### config.mk
export PLATFORM = sky130hd
export DESIGN_NAME = mixed_charset_case_transform
export DESIGN_NICKNAME = d
export VERILOG_FILES = /design/src/design/mcct_pkg.sv /design/src/design/mcct_word_ctx.sv /design/src/design/mcct_char_map.sv /design/src/design/mixed_charset_case_transform.sv
export SDC_FILE = /design/constraint.sdc
export NUM_CORES = 1
export LEC_CHECK = 0
export ABC_AREA = 1
export BUFFER_PORTS_ARGS = -buffer_cell sky130_fd_sc_hd__buf_2
export CAP_MARGIN = 20
export CORE_MARGIN = 2
export CORE_UTILIZATION = 61
export DETAILED_ROUTE_END_ITERATION = 6
export GPL_TIMING_DRIVEN = 0
export PLACE_DENSITY_LB_ADDON = 0.15
export SYNTH_ARGS = -nofsm -noshare
export SYNTH_HDL_FRONTEND = slang
export SYNTH_SLANG_ARGS = --single-unit
### constraint.sdc
create_clock -name clk -period 2.7 [get_ports clk]
set_input_delay 0.135 -clock clk [delete_from_list [all_inputs] [get_ports clk]]
set_output_delay 0.135 -clock clk [all_outputs]
set_load 0.01 [all_outputs]
### src/design/mcct_pkg.sv
`default_nettype none
package mcct_pkg;

    typedef enum logic [2:0] {
        KIND_UPPER     = 3'd0,
        KIND_LOWER     = 3'd1,
        KIND_PLAIN     = 3'd2,
        KIND_CAP_WORDS = 3'd3,
        KIND_CAP_FIRST = 3'd4
    } kind_t;

    typedef struct packed {
        logic eligible;
        logic finished;
    } word_ctx_t;

    localparam logic [7:0] CH_SPACE = 8'h20;
    localparam logic [7:0] CH_DQUOTE = 8'h22;
    localparam logic [7:0] CH_APOS = 8'h27;
    localparam logic [7:0] CH_COMMA = 8'h2C;
    localparam logic [7:0] CH_A = 8'h61;
    localparam logic [7:0] CH_C = 8'h63;
    localparam logic [7:0] CH_E = 8'h65;
    localparam logic [7:0] CH_I = 8'h69;
    localparam logic [7:0] CH_N = 8'h6E;
    localparam logic [7:0] CH_O = 8'h6F;
    localparam logic [7:0] CH_U = 8'h75;
    localparam logic [7:0] CH_Y = 8'h79;
    localparam logic [7:0] CASE_OFS = 8'h20;

    function automatic logic [7:0] to_upper(input logic [7:0] b);
        logic [7:0] r;
        r = b;
        if ((b >= 8'h61 && b <= 8'h7A) || b >= 8'hE0)
        begin
            r = b - CASE_OFS;
        end
        else if (b == 8'hB8)
        begin
            r = 8'hA8;
        end
        else
        begin
            case (b)
                8'd129: r = 8'd154;
                8'd164: r = 8'd165;
                8'd132: r = 8'd142;
                8'd134: r = 8'd143;
                8'd130: r = 8'd144;
                8'd148: r = 8'd153;
                8'd135: r = 8'd128;
                8'd145: r = 8'd146;
                default: r = b;
            endcase
        end
        return r;
    endfunction

    function automatic logic [7:0] lower_letters(input logic [7:0] b);
        logic [7:0] r;
        r = b;
        if ((b >= 8'h41 && b <= 8'h5A) || (b >= 8'hC0 && b <= 8'hDF))
        begin
            r = b + CASE_OFS;
        end
        else if (b == 8'hA8)
        begin
            r = 8'hB8;
        end
        return r;
    endfunction

    function automatic logic [7:0] to_lower(input logic [7:0] b);
        logic [7:0] l;
        logic [7:0] r;
        l = lower_letters(b);
        case (l)
            8'd154: r = 8'd129;
            8'd165: r = 8'd164;
            8'd142: r = 8'd132;
            8'd143: r = 8'd134;
            8'd144: r = 8'd130;
            8'd153: r = 8'd148;
            8'd128: r = 8'd135;
            8'd146: r = 8'd145;
            default: r = l;
        endcase
        return r;
    endfunction

    function automatic logic [7:0] to_plain(input logic [7:0] b);
        logic [7:0] l;
        logic [7:0] r;
        l = lower_letters(b);
        case (l)
            8'd129, 8'd150, 8'd151, 8'd154, 8'd163: r = CH_U;
            8'd152: r = CH_Y;
            8'd164, 8'd165: r = CH_N;
            8'd131, 8'd132, 8'd133, 8'd134, 8'd142, 8'd143,
            8'd145, 8'd146, 8'd160: r = CH_A;
            8'd130, 8'd136, 8'd137, 8'd138, 8'd144: r = CH_E;
            8'd139, 8'd140, 8'd141, 8'd161: r = CH_I;
            8'd147, 8'd148, 8'd149, 8'd153, 8'd162: r = CH_O;
            8'd128, 8'd135: r = CH_C;
            default: r = l;
        endcase
        return r;
    endfunction

endpackage
`default_nettype wire

### src/design/mcct_word_ctx.sv
`default_nettype none
module mcct_word_ctx (
    input  wire logic              clk,
    input  wire logic              rst_n,
    input  wire logic              advance,
    input  wire logic [2:0]        kind,
    input  wire logic [7:0]        char_in,
    input  wire logic              first_of_string,
    output mcct_pkg::word_ctx_t    ctx
);
    import mcct_pkg::*;

    logic [7:0] prev_reg;
    logic [7:0] prev2_reg;
    logic [1:0] pos_reg;
    logic       fin_reg;
    logic [1:0] pos;
    logic       fin;
    logic       eligible;
    logic       fin_set;
    logic [1:0] pos_next;

    always_comb
    begin
        pos = first_of_string ? 2'd0 : pos_reg;
        fin = first_of_string ? 1'b0 : fin_reg;
        if (pos == 2'd0)
        begin
            eligible = 1'b1;
        end
        else
        begin
            eligible = (prev_reg == CH_SPACE) || (prev_reg == CH_DQUOTE);
            if (prev_reg == CH_APOS &&
                (pos == 2'd1 || prev2_reg == CH_SPACE || prev2_reg == CH_COMMA))
            begin
                eligible = 1'b1;
            end
        end
        fin_set = (kind_t'(kind) == KIND_CAP_FIRST) && !fin && eligible &&
                  (char_in != CH_SPACE) && (char_in != CH_DQUOTE);
        pos_next = (pos >= 2'd2) ? 2'd2 : pos + 2'd1;
        ctx.eligible = eligible;
        ctx.finished = fin;
    end

    always_ff @(posedge clk or negedge rst_n)
    begin
        if (!rst_n)
        begin
            prev_reg  <= '0;
            prev2_reg <= '0;
            pos_reg   <= '0;
            fin_reg   <= 1'b0;
        end
        else if (advance)
        begin
            prev2_reg <= prev_reg;
            prev_reg  <= char_in;
            pos_reg   <= pos_next;
            fin_reg   <= fin | fin_set;
        end
    end

    // hold the word position within its saturation bound
    a_pos_bound: assert property (@(posedge clk) disable iff (!rst_n)
        pos_reg != 2'd3)
        else $error("word position out of range");

    // advance shifts the byte history
    a_history: assert property (@(posedge clk) disable iff (!rst_n)
        advance |=> (prev2_reg == $past(prev_reg)) && (prev_reg == $past(char_in)))
        else $error("byte history not shifted");

    // finished flag only rises through a capitalise-first beat
    a_fin_rise: assert property (@(posedge clk) disable iff (!rst_n)
        $rose(fin_reg) |-> $past(advance && kind_t'(kind) == KIND_CAP_FIRST))
        else $error("finished flag set outside its mode");

endmodule
`default_nettype wire

### src/design/mcct_char_map.sv
`default_nettype none
module mcct_char_map (
    input  wire logic [2:0]         kind,
    input  wire logic [7:0]         char_in,
    input  wire mcct_pkg::word_ctx_t ctx,
    output logic [7:0]              char_out
);
    import mcct_pkg::*;

    always_comb
    begin
        case (kind_t'(kind))
            KIND_UPPER:     char_out = to_upper(char_in);
            KIND_LOWER:     char_out = to_lower(char_in);
            KIND_PLAIN:     char_out = to_plain(char_in);
            KIND_CAP_WORDS: char_out = ctx.eligible ? to_upper(char_in) : char_in;
            KIND_CAP_FIRST: char_out = (ctx.eligible && !ctx.finished) ?
                                       to_upper(char_in) : char_in;
            default:        char_out = char_in;
        endcase
    end

endmodule
`default_nettype wire

### src/design/mixed_charset_case_transform.sv
// Pipeline: input register, then result register.
// Throughput: one byte per cycle while the result is not stalled; the word context updates as each beat enters
// the result register.
// Reset: asynchronous, active low; clears both valid flags and the word context,
// so the first byte after reset starts a string.
`default_nettype none
module mixed_charset_case_transform (
    input  wire logic       clk,
    input  wire logic       rst_n,
    input  wire logic       in_valid,
    output logic            in_stall,
    input  wire logic [2:0] kind,
    input  wire logic [7:0] char_in,
    input  wire logic       first_of_string,
    output logic            out_valid,
    input  wire logic       out_stall,
    output logic [7:0]      char_out
);
    import mcct_pkg::*;

    logic       s1_valid_reg;
    logic [2:0] s1_kind_reg;
    logic [7:0] s1_char_reg;
    logic       s1_first_reg;
    logic       out_valid_reg;
    logic [7:0] out_char_reg;
    logic       out_free;
    logic       s1_adv;
    logic       in_take;
    logic [7:0] out_char_next;
    word_ctx_t  ctx;

    assign out_free = !out_valid_reg || !out_stall;
    assign s1_adv   = s1_valid_reg && out_free;
    assign in_stall = s1_valid_reg && !out_free;
    assign in_take  = in_valid && !in_stall;

    mcct_word_ctx u_ctx (
        .clk             (clk),
        .rst_n           (rst_n),
        .advance         (s1_adv),
        .kind            (s1_kind_reg),
        .char_in         (s1_char_reg),
        .first_of_string (s1_first_reg),
        .ctx             (ctx)
    );

    mcct_char_map u_map (
        .kind     (s1_kind_reg),
        .char_in  (s1_char_reg),
        .ctx      (ctx),
        .char_out (out_char_next)
    );

    always_ff @(posedge clk or negedge rst_n)
    begin
        if (!rst_n)
        begin
            s1_valid_reg  <= 1'b0;
            out_valid_reg <= 1'b0;
        end
        else
        begin
            if (in_take || s1_adv)
            begin
                s1_valid_reg <= in_take;
            end
            if (out_free)
            begin
                out_valid_reg <= s1_valid_reg;
            end
        end
    end

    always_ff @(posedge clk)
    begin
        if (in_take)
        begin
            s1_kind_reg  <= kind;
            s1_char_reg  <= char_in;
            s1_first_reg <= first_of_string;
        end
        if (s1_adv)
        begin
            out_char_reg <= out_char_next;
        end
    end

    assign out_valid = out_valid_reg;
    assign char_out  = out_char_reg;

    // stall only while a beat waits behind a blocked result
    a_stall_cause: assert property (@(posedge clk) disable iff (!rst_n)
        in_stall |-> s1_valid_reg && out_valid_reg && out_stall)
        else $error("input stalled without a blocked beat");

    // a beat leaving the input register lands in the result register
    a_adv_lands: assert property (@(posedge clk) disable iff (!rst_n)
        s1_adv |=> out_valid_reg && (out_char_reg == $past(out_char_next)))
        else $error("advanced beat lost");

    // hold the waiting input beat while blocked
    a_s1_hold: assert property (@(posedge clk) disable iff (!rst_n)
        (s1_valid_reg && !s1_adv) |=> s1_valid_reg && $stable(s1_char_reg)
                                      && $stable(s1_kind_reg))
        else $error("waiting beat changed");

endmodule
`default_nettype wire

==> flow_metrics.env <==
export IMPL_rr_startpoint="s1_char_reg[1]"
export IMPL_die_area_um2=5750
export IMPL_routed_top_layer="met4"
export IMPL_die_w_um=75.9
export IMPL_synth_cell_types=43
export IMPL_viasPerCell=5.86
export IMPL_cts_max_level=2
export IMPL_r2r_cells=14
export IMPL_yosysSeqAreaShare_pct=35.8
export IMPL_clk_path_buf_depth=2
export IMPL_synth_main_ff_cell="dfrtp_1"
export IMPL_worstSetupStartpoint="s1_char_reg[1]"
export IMPL_wl_per_cell_um=15.5
export IMPL_clock_skew_ns=0.0158
export IMPL_internal_power_uw=1200
export IMPL_cts_root_buffer="clkbuf_8"
export IMPL_path_clk_slew_ns=0.07
export IMPL_drt_first_pass_iters=7
export IMPL_syn_to_final_growth_pct=21.7
export IMPL_cts_buffers=5
export IMPL_ys_top_cells_by_area="edfxtp_1 19%, dfrtp_1 17%, nand2_1 12%"
export IMPL_clock_sinks=41
export IMPL_dr_total_vias=3275
export IMPL_start_util_pct=62.5
export IMPL_max_freq_mhz=366
export IMPL_ir_drop_mv=0.549
export IMPL_synth_area_um2=3150
export IMPL_grt_max_degree=22
export IMPL_synth_top_area_share_pct=19.1
export IMPL_avgSynthCellArea_um2=7.34
export IMPL_cts_tree="built"
export IMPL_worstMarginPinSlew_ns=1.05
export IMPL_pre_cts_ws_ns=-0.248
export IMPL_route_detailed_drc=5
export IMPL_io_pins=26
export IMPL_portBuffers=25
export IMPL_clock_latency_ns=0.31
export IMPL_violations="DRC, setup timing"
export IMPL_critPathRequiredTime_ns=2.75
export IMPL_nNetsFinal=508
export IMPL_synth_edff_count=20
export IMPL_grt_ovfl_total=0
export IMPL_setup_slack_ns=-0.0307
export IMPL_max_cap_violations=0
export IMPL_synth_seq_cells=41
export IMPL_rows=26
export IMPL_start_kind="flip-flop"
export IMPL_routed_wl_met3_um=814
export IMPL_gp_congestion=0.950
export IMPL_drv_slew=0
export IMPL_dp_hpwl_um=5840
export IMPL_crit_path_end="char_out[5]"
export IMPL_finalSetupViolCount=6
export IMPL_hp_class="input pin to flip-flop"
export IMPL_antenna_found_initial=0
export IMPL_syn_inst=429
export IMPL_met2_length_um=3960
export IMPL_grt_pass1_vias=2753
export IMPL_critical_path_class="flip-flop to flip-flop"
export IMPL_reg2reg_slack_ns=-0.03
export IMPL_ys_warn_count=0
export IMPL_status="finished, violations left"
export IMPL_die_h_um=75.9
export IMPL_critical_path_arrival_ns=2.78
export IMPL_timing_rr_end="char_out[5]"
export IMPL_switchingPower_uw=714
export IMPL_n_antenna_cell=0
export IMPL_end_kind="flip-flop"
export IMPL_slew_headroom_pct=29.5
export IMPL_track_usage_pct=29.3
export IMPL_drive_gt1_share_pct=29.7
export IMPL_hp_start="char_in[2]"
export IMPL_finalHoldViolations=0
export IMPL_fin_crit_ns=2.73
export IMPL_yosysTopAreaCell="edfxtp_1"
export IMPL_synth_nets=449
export IMPL_swShare_pct=37.2
export IMPL_power_frac_comb_pct=34.6
export IMPL_power_uw=1920
export IMPL_grt_pass1_wl_um=12600
export IMPL_p_clk_share_pct=20.7
export IMPL_p_per_area_nw_per_um2=500
export IMPL_finalCritPeriodShare_pct=101
export IMPL_synth_async_reset_ratio_pct=51.2
export IMPL_finalWirelength_um=8680
export IMPL_ant_nets=0
export IMPL_leakagePower_uw=0.00186
export IMPL_rsz0062_at_grt="yes"
export IMPL_cp_max_fo=10
export IMPL_sequentialPowerShare_pct=44.7
export IMPL_met1_length_um=3640
export IMPL_drt_iter0_drc=444
export IMPL_coreArea_um2=5040
-- power by group through the flow --
stage                     Combinational, uW  Sequential [uW]  Clock [uW]
after floorplan                         417              861           0
after global placement                  545              867           0
after detailed placement                557              871           0
after CTS                               574              855         397
after global routing                    738              873         421
final                                   664              857         396
-- metrics by stage --
stage / area (um2) / TNS, ns / hold WS, ns / std cells / util, %
after floorplan: 3150 / 0 / -0.161 / 429 / -
after global placement: 3360 / -1.27 / 0.110 / 524 / 66.7
after detailed placement: 3360 / -1.50 / 0.114 / 524 / 66.7
after CTS: 3490 / 0 / 0.00242 / 536 / 69.3
after global routing: 3830 / -1.52 / 0.00505 / 559 / 76.0
final: 3830 / -0.0902 / 0.0112 / 559 / 76.0
-- synth_stat cells, types with 2 or more instances --
| master | count |
|---|---|
| o21ai_0 | 25 |
| clkbuf_1 | 4 |
| nor2_8 | 2 |
| nand4_1 | 9 |
| nand3b_1 | 2 |
| nor4_1 | 3 |
| nand2_2 | 12 |
| inv_2 | 9 |
| dfrtp_1 | 21 |
| ha_1 | 4 |
| nand3_2 | 11 |
| o21ai_1 | 3 |
| nand2_1 | 99 |
| xnor2_1 | 2 |
| nor2_1 | 55 |
| o21bai_1 | 2 |
| o31ai_1 | 3 |
| nor2_2 | 5 |
| a21oi_1 | 19 |
| nand3_1 | 29 |
| nor2_4 | 5 |
| edfxtp_1 | 20 |
| buf_6 | 2 |
| nand2_4 | 7 |
| nor3_1 | 11 |
| buf_4 | 3 |
| buf_2 | 2 |
| o211ai_1 | 4 |
| o21ai_2 | 2 |
| inv_1 | 41 |
-- area by class of cell --
| cell class | count | area (um2) |
|---|---|---|
| fill | 352 | 1210 |
| buffer | 11 | 86.3 |
| tap | 70 | 87.6 |
| multi-input combinational | 326 | 1890 |
| clock buffer | 5 | 68.8 |
| timing repair buffer | 52 | 353 |
| clock inverter | 3 | 16.3 |
| inverter | 51 | 201 |
| sequential | 41 | 1130 |
-- cell families (layout without fill, tap and decap cells) --
group / count (synthesis) / in the layout / share of synthesized area (%)
flip-flops: 41 / 41 / 35.8
AND/OR/NAND/NOR: 253 / 253 / 41.0
AO/OA/AOI/OAI: 67 / 67 / 12.7
adder cells (fa/ha/maj): 4 / 4 / 1.59
buffers and inverters: 62 / 122 / 8.38
XOR/XNOR: 2 / 2 / 0.556
-- repair_timing --
action	in CTS	in global routing
setup buffers	3	18
endpoints found under the setup margin	8	8
cloned	0	1
pin swaps	0	17
hold buffers	1	4
resized for setup	4	41
endpoints found under the hold margin	21	4
-- per-layer routing --
layer / up-vias / GRT usage [%]
met3: 30 / 5.69
li1: 1550 / -
met4: 0 / 11.7
met2: 213 / 44.6
met1: 1482 / 41.0
met5: - / 0
-- layout by cell type (no fill, tap or decap), types with 3 or more instances in the layout --
master         count
nand3_2           15
o21ai_2            4
a21oi_2            5
nor3_1             9
ha_1               3
clkbuf_8           5
buf_2             25
o211ai_1           4
nand2_4            9
o21ai_0           24
inv_2              7
edfxtp_1          20
a21oi_1           14
o31ai_1            3
nor2_1            51
nand2_2           17
nand3_1           25
clkbuf_1           4
inv_4              5
inv_1             40
buf_6              3
nand4_1            9
nor2_2             5
nor2_4             9
nor4_1             3
buf_4             23
dfrtp_1           21
nand2_1           92
dlygate4sd3_1      5
-- worst min-delay path by stage --
stage | depth (start not counted) | end | slack [ns]
after floorplan | 0 | out_valid | -0.16
after global placement | 1 | out_valid | 0.11
after detailed placement | 1 | s1_valid_reg | 0.11
after CTS | 1 | s1_char_reg[6] | 0.002
after global routing | 1 | s1_char_reg[2] | 0.005
final | 1 | s1_char_reg[2] | 0.01
-- worst max-delay path, cell delays in order (launching register included) --
cell	delay, ns
edfxtp_1	0.37
buf_4	0.20
inv_1	0.10
clkbuf_4	0.25
nand2_1	0.13
nor2_2	0.18
nand4_1	0.18
nand3_1	0.17
nor2_1	0.08
o31ai_1	0.25
nand2_1	0.13
a21oi_1	0.18
nand3_1	0.11
nor2_1	0.09
a21oi_1	0.06
Power figures use the tool's default switching activity.
